**config.mk**
```make
export PLATFORM = sky130hd
export DESIGN_NAME = ddft_cell
export DESIGN_NICKNAME = d
export VERILOG_FILES = /design/src/rtl/ddft_pkg.sv /design/src/rtl/ddft_cell.sv
export SDC_FILE = /design/constraint.sdc
export NUM_CORES = 1
export LEC_CHECK = 0
export ABC_AREA = 0
export ABC_CLOCK_PERIOD_IN_PS = 1320
export BUFFER_PORTS_ARGS = -buffer_cell sky130_fd_sc_hd__buf_2
export CORE_MARGIN = 1
export CORE_UTILIZATION = 35
export DETAILED_ROUTE_END_ITERATION = 7
export GPL_TIMING_DRIVEN = 1
export PLACE_DENSITY = 0.74
export REMOVE_ABC_BUFFERS = 1
export SYNTH_ARGS = -nofsm -noshare
export SYNTH_HDL_FRONTEND = slang
export SYNTH_SLANG_ARGS = --single-unit
```
**constraint.sdc**
```tcl
create_clock -name clk -period 1.32 [get_ports clk]
set_input_delay 0.132 -clock clk [delete_from_list [all_inputs] [get_ports clk]]
set_output_delay 0.132 -clock clk [all_outputs]
set_load 0.005 [all_outputs]
```
**src/rtl/ddft_pkg.sv**
```systemverilog
package ddft_pkg;

    // default transform length and fixed field widths
    localparam int MAX_POINTS_DEF = 64;
    localparam int SAMPLE_W       = 16;
    localparam int TW_W           = 32;
    localparam int PROD_W         = 64;
    localparam int SPROD_W        = SAMPLE_W + TW_W;
    localparam int ACC_W          = 64;
    localparam int OUT_W          = 23;
    localparam int Q_FRAC         = 30;
    localparam int APB_AW         = 3;
    localparam int APB_DW         = 32;

    localparam logic signed [PROD_W-1:0] Q_ONE64  = 64'sd1 <<< Q_FRAC;
    localparam logic signed [PROD_W-1:0] Q_HALF64 = 64'sd1 <<< (Q_FRAC - 1);
    localparam logic signed [TW_W-1:0]   Q_ONE    = 32'sd1 <<< Q_FRAC;
    localparam logic signed [PROD_W-1:0] OUT_MAX64 = (64'sd1 <<< (OUT_W - 1)) - 64'sd1;
    localparam logic signed [PROD_W-1:0] OUT_MIN64 = -(64'sd1 <<< (OUT_W - 1));

    // register index codes
    typedef enum logic {
        REG_ROOT_REAL = 1'b0,
        REG_ROOT_IMAG = 1'b1
    } reg_idx_t;

    // sequencer states
    typedef enum logic [2:0] {
        ST_IDLE,
        ST_MUL,
        ST_ADD,
        ST_BMUL,
        ST_BADD
    } state_t;

    // controls shared by every sample cell
    typedef struct packed {
        logic write_en;
        logic rotate_en;
    } cell_ctrl_t;

    // controls for the accumulator pair
    typedef struct packed {
        logic clear;
        logic mul_en;
        logic add_en;
    } acc_ctrl_t;

    // clamp a wide value to the twiddle range [-1.0, 1.0]
    function automatic logic signed [TW_W-1:0] clamp_q(input logic signed [PROD_W-1:0] v);
        logic signed [TW_W-1:0] r;
        if (v > Q_ONE64)
            r = Q_ONE;
        else if (v < -Q_ONE64)
            r = -Q_ONE;
        else
            r = v[TW_W-1:0];
        return r;
    endfunction

    // round half up, drop the fraction and saturate to the output width
    function automatic logic signed [OUT_W-1:0] finish_acc(input logic signed [ACC_W-1:0] acc);
        logic signed [ACC_W-1:0] v;
        logic signed [OUT_W-1:0] r;
        v = (acc + Q_HALF64) >>> Q_FRAC;
        if (v > OUT_MAX64)
            r = OUT_MAX64[OUT_W-1:0];
        else if (v < OUT_MIN64)
            r = OUT_MIN64[OUT_W-1:0];
        else
            r = v[OUT_W-1:0];
        return r;
    endfunction

endpackage

```
**src/rtl/ddft_cell.sv**
```systemverilog
module ddft_cell
    import ddft_pkg::*;
(
    input  logic                       clk,
    input  cell_ctrl_t                 ctrl,
    input  logic                       sel,
    input  logic                       wrap,
    input  logic signed [SAMPLE_W-1:0] din_new,
    input  logic signed [SAMPLE_W-1:0] din_next,
    input  logic signed [SAMPLE_W-1:0] din_head,
    output logic signed [SAMPLE_W-1:0] dout
);

    logic signed [SAMPLE_W-1:0] q_reg;
    logic signed [SAMPLE_W-1:0] q_next;

    // load a new beat, or pass the neighbor's value toward the head
    always_comb
    begin
        q_next = q_reg;
        if (ctrl.write_en && sel)
            q_next = din_new;
        else if (ctrl.rotate_en)
            q_next = wrap ? din_head : din_next;
    end

    always_ff @(posedge clk)
    begin
        q_reg <= q_next;
    end

    assign dout = q_reg;

endmodule

```
==> results.cfg <==
[clocking]
postCtsSetupRepairBufs = 0
cts-resized-gates = 0
clk_transition_reported_paths_ps = 90
numClockSinks = 16
h-tree-depth = 1
root_buffer = clkbuf_4
clock_tree_from_tritoncts = yes
ctsLongestPathBuffers = 2
cts_buffers = 3
cts_hold_buffers = 0

[global_route]
grt_resource_usage_total_pct = 16.1
globalRoute.totalOverflow = 0
grt_pass1_wl_mm = 3.22
grt_start_max_net_pins = 17
antenna_found_initial = 0
number_of_global_route_vias_before_repair = 767

[setup_path]
critPathMaxFanout = 16
critical_path_class = in -> reg
crit_required_ps = 1230
critical_path.endpoint_type = flop
cp-start-kind = input pin
worstPathArrival_ps = 870

[hold_path]
hold_class = in -> reg
worstHoldPathCells = 3
hold_end = dout[15]$_DFFE_PP_
holdCritStartpoint = din_new[15]

[synthesis]
synth_sequential_area_ratio_pct = 52.0
yosys_register_bits = 16
ys.warnings.count = 0
netlist_area_sq_um = 923
synth_area_per_cell_sq_um = 12.5
netlist-cell-type-count = 12
synthesis.instances = 74

[power_and_ir_drop]
ir_worst_vdd_uv = 531
power_density_mw_per_mm2 = 914
combinational_share_of_power_pct = 24.6
share_seq_of_total_power_pct = 54.8
cell_internal_pwr_uw = 900
power_switching_uw = 289
static_leakage_power_uw = 0.000623
switching_share_pct = 24.3
power_share_of_the_clock_group_pct = 20.7

[drt]
routed_wl_mm = 2.22
route.detailed.wl_per_inst_microns = 12.9
dr_total_vias = 825
postRouteAntennaNets = 0
detailedRoute.firstPassIterationCount = 4
count_of_routing_violations_after_the_opening_detailed_route_iteration = 12
route.detailed.drc = 0
viasPerCell = 4.80

[flow_run]
cap_violations = 0

[die]
floorplan.die_area_sq_mm = 0.00285
initial_core_util_pct = 37.3
placement_row_count = 18
dieWidth_microns = 53.4
num_io_pins = 69
die_h_microns = 53.4
core_sq_mm = 0.00248

[run_status]
run_status = completed

[finish]
drive_gt1_share_pct = 60.6
largest_register_ffs = 16
finalNonFillerCells = 172
final.fill_count = 227
antenna-diode-count = 0
flow.area_growth_from_synthesis_pct = 40.8
layout.nets = 196

[timing]
min_period_ps = 962
worstMarginPinSlew_ps = 652
finalSetupViolCount = 0
setup-tns-final_ps = 0
finalHoldViolCount = 0
achievable-frequency_ghz = 1.04
unrepaired_setup_endpoints_after_global_routing = no
number_of_max_slew_violations_in_the_final_report = 0
timing.max_slew.rel_slack_pct = 56.6
period_utilisation_layout_pct = 72.9

[place]
dp_hpwl_mm = 1.72
io_buffers = 68
place.detailed.instances = 168
gp_congestion = 0.627
==> worst max-delay path, stage by stage <==
cell	delay (ps)
buf_2	90
and2_4	130
or2_1	520
==> cell usage in the layout (no fill, tap or decap) <==
cell	instances
and2_4	1
o21ai_0	6
nand3_1	16
buf_12	1
o21ai_2	10
buf_2	68
clkbuf_4	3
clkinv_1	1
edfxtp_1	16
buf_4	3
mux2i_1	16
or2_1	1
==> cell type report <==
class                   count  area (sq um)  area share, %
clock buffers               3          22.5           1.73
clock inverters             1          3.75          0.289
multi-input cells          50           373           28.7
flip-flops and latches     16           480           37.0
well taps                  30          37.5           2.89
repair buffers             72           383           29.5
==> cells in the mapped netlist (all sizes together) <==
cell / n / area share, %
and2: 1 / 0.95
o21ai: 16 / 13
edfxtp: 16 / 52
nand3: 16 / 8.7
clkbuf: 2 / 0.81
mux2i: 16 / 17
or2: 1 / 0.68
buf: 6 / 6.8
==> kinds of logic after synthesis <==
| logic type | synth area share [%] |
|---|---|
| and+or+nand+nor | 10.3 |
| AOI/OAI and AO/OA | 12.7 |
| muxes | 17.3 |
| DFF | 52.0 |
| buffers and inverters | 7.59 |
==> power groups by stage <==
stage / Clock (uW) / Combinational (uW) / Sequential, uW
6_report: 246 / 292 / 651
5_1_grt: 274 / 325 / 657
4_1_cts: 250 / 295 / 651
3_5_place_dp: 0 / 295 / 663
3_3_place_gp: 0 / 285 / 660
2_1_floorplan: 0 / 91.3 / 673
==> layer usage <==
layer  share of wire [%]  track usage [%]  up-vias
li1                    -                -      413
met1                  39             16.5      359
met2                  48             29.8       49
met3                  12             4.60        4
met4                 1.4             7.02        0
met5                   0                0        -
==> how the worst max path moves through the flow <==
stage / from / to / slack [ps]
floorplan: ctrl[1] / dout[0]$_DFFE_PP_ / 120
global placement: ctrl[1] / dout[9]$_DFFE_PP_ / 60
detailed placement: ctrl[1] / dout[6]$_DFFE_PP_ / 60
CTS: ctrl[1] / dout[5]$_DFFE_PP_ / 350
global route: ctrl[1] / dout[13]$_DFFE_PP_ / 280
finish: ctrl[1] / dout[6]$_DFFE_PP_ / 360
==> per-stage QoR <==
stage	util, %	total power, uW	worst slack, ps	area (sq um)	hold WS, ps
2_1_floorplan	-	764	120	853	341
3_3_place_gp	51.4	945	61.5	1270	434
3_5_place_dp	51.4	958	63.7	1270	435
4_1_cts	52.5	1200	354	1300	153
5_1_grt	52.5	1260	279	1300	157
6_report	52.5	1190	358	1300	155
Note: power is estimated with default switching activity, not from simulation.
