## src/rtl/ddft_pkg.sv

```systemverilog
package ddft_pkg;

    // default transform length and fixed field widths
    localparam int MAX_POINTS_DEF = 64;
    localparam int SAMPLE_W       = 16;
    localparam int TW_W           = 32;
    localparam int PROD_W         = 64;
    localparam int SPROD_W        = SAMPLE_W + TW_W;
    localparam int ACC_W          = 64;
    localparam int OUT_W          = 23;
    localparam int Q_FRAC         = 30;
    localparam int APB_AW         = 3;
    localparam int APB_DW         = 32;

    localparam logic signed [PROD_W-1:0] Q_ONE64  = 64'sd1 <<< Q_FRAC;
    localparam logic signed [PROD_W-1:0] Q_HALF64 = 64'sd1 <<< (Q_FRAC - 1);
    localparam logic signed [TW_W-1:0]   Q_ONE    = 32'sd1 <<< Q_FRAC;
    localparam logic signed [PROD_W-1:0] OUT_MAX64 = (64'sd1 <<< (OUT_W - 1)) - 64'sd1;
    localparam logic signed [PROD_W-1:0] OUT_MIN64 = -(64'sd1 <<< (OUT_W - 1));

    // register index codes
    typedef enum logic {
        REG_ROOT_REAL = 1'b0,
        REG_ROOT_IMAG = 1'b1
    } reg_idx_t;

    // sequencer states
    typedef enum logic [2:0] {
        ST_IDLE,
        ST_MUL,
        ST_ADD,
        ST_BMUL,
        ST_BADD
    } state_t;

    // controls shared by every sample cell
    typedef struct packed {
        logic write_en;
        logic rotate_en;
    } cell_ctrl_t;

    // controls for the accumulator pair
    typedef struct packed {
        logic clear;
        logic mul_en;
        logic add_en;
    } acc_ctrl_t;

    // clamp a wide value to the twiddle range [-1.0, 1.0]
    function automatic logic signed [TW_W-1:0] clamp_q(input logic signed [PROD_W-1:0] v);
        logic signed [TW_W-1:0] r;
        if (v > Q_ONE64)
            r = Q_ONE;
        else if (v < -Q_ONE64)
            r = -Q_ONE;
        else
            r = v[TW_W-1:0];
        return r;
    endfunction

    // round half up, drop the fraction and saturate to the output width
    function automatic logic signed [OUT_W-1:0] finish_acc(input logic signed [ACC_W-1:0] acc);
        logic signed [ACC_W-1:0] v;
        logic signed [OUT_W-1:0] r;
        v = (acc + Q_HALF64) >>> Q_FRAC;
        if (v > OUT_MAX64)
            r = OUT_MAX64[OUT_W-1:0];
        else if (v < OUT_MIN64)
            r = OUT_MIN64[OUT_W-1:0];
        else
            r = v[OUT_W-1:0];
        return r;
    endfunction

endpackage

```

## src/rtl/ddft_acc.sv

```systemverilog
module ddft_acc
    import ddft_pkg::*;
(
    input  logic                       clk,
    input  acc_ctrl_t                  ctrl,
    input  logic signed [SAMPLE_W-1:0] sample,
    input  logic signed [TW_W-1:0]     tw_re,
    input  logic signed [TW_W-1:0]     tw_im,
    output logic signed [OUT_W-1:0]    fin_re,
    output logic signed [OUT_W-1:0]    fin_im
);

    logic signed [SPROD_W-1:0] sp_re_reg, sp_im_reg;
    logic signed [SPROD_W-1:0] sp_re_next, sp_im_next;
    logic signed [ACC_W-1:0]   acc_re_reg, acc_im_reg;
    logic signed [ACC_W-1:0]   acc_re_next, acc_im_next;

    // sample times twiddle
    always_comb
    begin
        sp_re_next = sample * tw_re;
        sp_im_next = sample * tw_im;
    end

    always_ff @(posedge clk)
    begin
        if (ctrl.mul_en)
        begin
            sp_re_reg <= sp_re_next;
            sp_im_reg <= sp_im_next;
        end
    end

    // running sums
    always_comb
    begin
        acc_re_next = acc_re_reg;
        acc_im_next = acc_im_reg;
        if (ctrl.clear)
        begin
            acc_re_next = '0;
            acc_im_next = '0;
        end
        else if (ctrl.add_en)
        begin
            acc_re_next = acc_re_reg + ACC_W'(sp_re_reg);
            acc_im_next = acc_im_reg + ACC_W'(sp_im_reg);
        end
    end

    always_ff @(posedge clk)
    begin
        acc_re_reg <= acc_re_next;
        acc_im_reg <= acc_im_next;
    end

    assign fin_re = finish_acc(acc_re_reg);
    assign fin_im = finish_acc(acc_im_reg);

endmodule

```

## config.mk

```make
export PLATFORM = sky130hd
export DESIGN_NAME = ddft_acc
export DESIGN_NICKNAME = d
export VERILOG_FILES = /design/src/rtl/ddft_pkg.sv /design/src/rtl/ddft_acc.sv
export SDC_FILE = /design/constraint.sdc
export NUM_CORES = 2
export LEC_CHECK = 0
export BUFFER_PORTS_ARGS = -buffer_cell sky130_fd_sc_hd__buf_2
export CAP_MARGIN = 5
export CORE_MARGIN = 2
export CORE_UTILIZATION = 44
export CTS_BUF_LIST = sky130_fd_sc_hd__clkbuf_8
export CTS_CLUSTER_DIAMETER = 60
export DETAILED_ROUTE_END_ITERATION = 10
export GPL_TIMING_DRIVEN = 0
export PLACE_DENSITY_LB_ADDON = 0.08
export SYNTH_ARGS = -nofsm -noshare
export SYNTH_HDL_FRONTEND = slang
export SYNTH_SLANG_ARGS = --single-unit
```

## constraint.sdc

```tcl
create_clock -name clk -period 8.8 [get_ports clk]
set_input_delay 0.88 -clock clk [delete_from_list [all_inputs] [get_ports clk]]
set_output_delay 0.88 -clock clk [all_outputs]
set_load 0.03 [all_outputs]
```

==> impl_metrics.sql <==
INSERT INTO impl_metrics (metric_group, metric, value, unit) VALUES
('status', 'outcome', 'finished clean', ''),
('setup_path', 'nature_of_the_critical_path_endpoint', 'flop', ''),
('logic_synthesis', 'commonest_register_cell_after_synthesis', 'sky130_fd_sc_hd__dfxtp_1', ''),
('routing', 'dr.pass1.iters', '6', ''),
('timing', 'final_critical_path_setup_slack', '0.05414', 'ns'),
('timing', 'setup_repair_after_global_routing_missed_its_margin', 'true', ''),
('placed_design', 'place_hpwl', '138000', 'um'),
('logic_synthesis', 'post_synth.cell_area_avg', '8.734', 'sq um'),
('routing', 'dr.first_iter.drc_count', '2840', ''),
('setup_path', 'critical_path.cell_chain', 'clkbuf_1 -> clkbuf_1 -> nand2_1 -> fa_1 -> inv_1 -> fa_1 -> fa_1 -> fa_1 -> fa_1 -> inv_1 -> fa_1 -> inv_1 -> ha_1 -> a21o_1 -> a21o_1 -> a211o_1 -> o21ai_0 -> a21oi_1 -> a311o_1 -> a31oi_1 -> o21a_1 -> o31ai_1 -> xor2_1', ''),
('worst_hold_path', 'worstHoldEndpoint', 'acc_re_reg[4]', ''),
('logic_synthesis', 'seq_area_frac_synth', '10.59', '%'),
('setup_path', 'rr_worst_depth', '14', ''),
('clock_tree', 'post_cts_repair_timing_setup_buffer_count', '0', ''),
('clock_tree', 'htree_levels', '2', ''),
('floorplanning', 'die_x', '345.9', 'um'),
('logic_synthesis', 'gate_count_after_technology_mapping', '5887', ''),
('global_route', 'via_count_of_the_first_global_routing_pass', '41916', ''),
('logic_synthesis', 'synthTopCellsByArea', 'sky130_fd_sc_hd__fa_1 (38%), sky130_fd_sc_hd__ha_1 (8.7%), sky130_fd_sc_hd__inv_1 (8.3%)', ''),
('clock_tree', 'holdBufCountCts', '0', ''),
('routing', 'via_count', '40568', ''),
('clock_tree', 'cts.root.buffer_cell', 'sky130_fd_sc_hd__clkbuf_8', ''),
('clock_tree', 'cts_num_sinks', '224', ''),
('clock_tree', 'clk_pin_slew', '0.06', 'ns'),
('global_route', 'grt_overflow_total', '0', ''),
('timing', 'fmax', '114.3', 'MHz'),
('placed_design', 'gp_routability_congestion', '0.9432', ''),
('setup_path', 'slowest_stage', 'sky130_fd_sc_hd__clkbuf_1', ''),
('logic_synthesis', 'synth.largest_area_cell', 'sky130_fd_sc_hd__fa_1', ''),
('finish', 'design_area', '0.05485', 'sq mm'),
('logic_synthesis', 'synth_edf_count', '96', ''),
('logic_synthesis', 'postSynthRegisterBits', '224', ''),
('placed_design', 'place.detailed.instances', '7525', ''),
('timing', 'slew-limit-headroom', '16.94', '%'),
('logic_synthesis', 'synthesis.area', '0.05142', 'sq mm'),
('placed_design', 'dp_worst_setup_slack', '-1.336', 'ns'),
('timing', 'finalClockSkew', '0.03405', 'ns'),
('timing', 'hold_violations', '0', ''),
('routing', 'antenna_violating_nets_left', '0', ''),
('finish', 'final_cells', '7603', ''),
('setup_path', 'reg2reg_to', 'acc_im_reg[62]', ''),
('global_route', 'grt_usage', '28.06', '%'),
('worst_hold_path', 'hp-start', 'acc_re_reg[4]', ''),
('routing', 'detail_route.vias_per_cell', '5.336', ''),
('global_route', 'antenna_found_initial', '39', ''),
('setup_path', 'cp_top_family', 'adder cells', ''),
('routing', 'drc_errors', '0', ''),
('routing', 'wl', '166000', 'um'),
('timing', 'max_slew.worst_pin.slew', '1.246', 'ns'),
('floorplanning', 'dieHeight', '345.9', 'um'),
('setup_path', 'reg2reg_setup_slack', '4.81', 'ns'),
('clock_tree', 'cts_buffer_depth', '3', ''),
('timing', 'min_clock_period_post_route', '8.746', 'ns'),
('setup_path', 'critical_path.max_fanout', '10', ''),
('timing', 'final-max-slew-violation-count', '0', ''),
('clock_tree', 'clock_tree_from_tritoncts', 'built', ''),
('timing', 'final_worst_path_period_share', '99.38', '%'),
('setup_path', 'r2r_start', 'acc_im_reg[0]', ''),
('worst_hold_path', 'holdPathStages', '2', ''),
('floorplanning', 'ios', '130', ''),
('clock_tree', 'clk-insertion-delay-late', '0.59', 'ns'),
('logic_synthesis', 'synth_cell_types', '95', ''),
('floorplanning', 'design.core.area', '0.1160', 'sq mm'),
('placed_design', 'dpl_cell_area', '0.05392', 'sq mm'),
('finish', 'post_route_cells_drive_above_1_share', '4.399', '%'),
('timing', 'setup-violations-final', '0', ''),
('setup_path', 'timing.critical_path.arrival', '9.03', 'ns'),
('setup_path', 'cp.required', '9.08', 'ns'),
('setup_path', 'cp-start-kind', 'input pin', ''),
('routing', 'detail_route.wl_per_cell', '21.84', 'um'),
('logic_synthesis', 'yosysWarningCount', '0', '');
==> worst max path at each step <==
stage | from | to | slack (ns) | cells past startpoint
after CTS | sample[4] | sp_re_reg[47] | 0.03 | 25
after floorplan | sample[7] | sp_re_reg[47] | 1.53 | 24
after detailed placement | sample[9] | sp_re_reg[47] | -1.34 | 24
final | sample[12] | sp_im_reg[46] | 0.05 | 23
after global placement | sample[9] | sp_re_reg[47] | -1.33 | 24
after global routing | sample[7] | sp_re_reg[47] | -0.13 | 26
==> cells in the final DEF, fill, tap and decap left out, types with 96 or more instances in the layout <==
cell                       count
sky130_fd_sc_hd__inv_1      1146
sky130_fd_sc_hd__fa_1        974
sky130_fd_sc_hd__nand2_1     769
sky130_fd_sc_hd__and2_1      426
sky130_fd_sc_hd__ha_1        356
sky130_fd_sc_hd__nor2_1      281
sky130_fd_sc_hd__a21oi_1     251
sky130_fd_sc_hd__clkbuf_1    205
sky130_fd_sc_hd__xnor2_1     158
sky130_fd_sc_hd__o21ai_0     156
sky130_fd_sc_hd__a21o_1      142
sky130_fd_sc_hd__dfxtp_1     128
sky130_fd_sc_hd__buf_2       123
sky130_fd_sc_hd__xor2_1       98
sky130_fd_sc_hd__edfxtp_1     96
==> cells by family after synthesis <==
group                    Yosys count  share of synthesized area, %
flip-flops                       224                         10.59
adder cells (fa/ha/maj)         1330                         46.58
AO/OA/AOI/OAI                    826                         10.36
AND/OR/NAND/NOR                 1778                         16.45
buffers and inverters           1403                         10.30
XOR/XNOR                         260                         4.429
multiplexers                      66                         1.287
==> synthesized netlist by cell type (all sizes together) (16+ instances only) <==
cell type	instances
xor2	98
edfxtp	96
ha	356
dfxtp	128
buf	16
a211oi	24
nor2b	23
xnor2	162
o21a	22
inv	1134
a31oi	22
nand4	43
nand3	65
and2	426
clkbuf	252
o21ai	188
nand2b	34
a21o	142
a21oi	254
o211ai	16
nand2	770
and3	46
nor3	42
fa	974
o31ai	19
nor2	282
o21bai	37
mux2i	65
==> worst min-delay path, cell delays in order (launching register included) <==
cell and delay, ns:
sky130_fd_sc_hd__dfxtp_1 0.32, sky130_fd_sc_hd__nand2_1 0.06, sky130_fd_sc_hd__a21oi_1 0.05
==> timing repair <==
item | in CTS | in global routing
endpoints found under the hold margin | 0 | 0
endpoints found under the setup margin | 12 | 14
resized for setup | 25 | 64
==> cell type report <==
type | count | area, sq um
Multi-Input combinational cell | 4260 | 40720
Timing Repair Buffer | 114 | 595.6
Sequential cell | 224 | 5445
Antenna cell | 9 | 22.52
Clock buffer | 41 | 564.3
Tap cell | 1524 | 1907
Buffer | 268 | 1104
Fill cell | 11624 | 61200
Clock inverter | 28 | 225.2
Inverter | 1135 | 4260
==> per-stage QoR <==
step | utilization (%) | hold WS [ns]
finish | 47.26 | 0.4787
global route | 47.25 | 0.5030
CTS | 47.18 | 0.4794
detailed placement | 46.46 | 0.4709
global placement | 46.44 | 0.4624
floorplan | - | 0.4291
==> routing by layer <==
| layer | wire [um] | GRT usage, % | vias to the layer above | share of wire, % |
|---|---|---|---|---|
| li1 | - | - | 18634 | - |
| met1 | 72140 | 38.25 | 20294 | 43 |
| met2 | 75420 | 45.48 | 1365 | 45 |
| met3 | 12500 | 5.088 | 261 | 7.5 |
| met4 | 5871 | 8.440 | 14 | 3.5 |
| met5 | 86 | 0 | - | 0.052 |
Power is left out: the tool's default activity adds up to more than one toggle a clock period on the data nets, which glitch-free logic cannot reach.
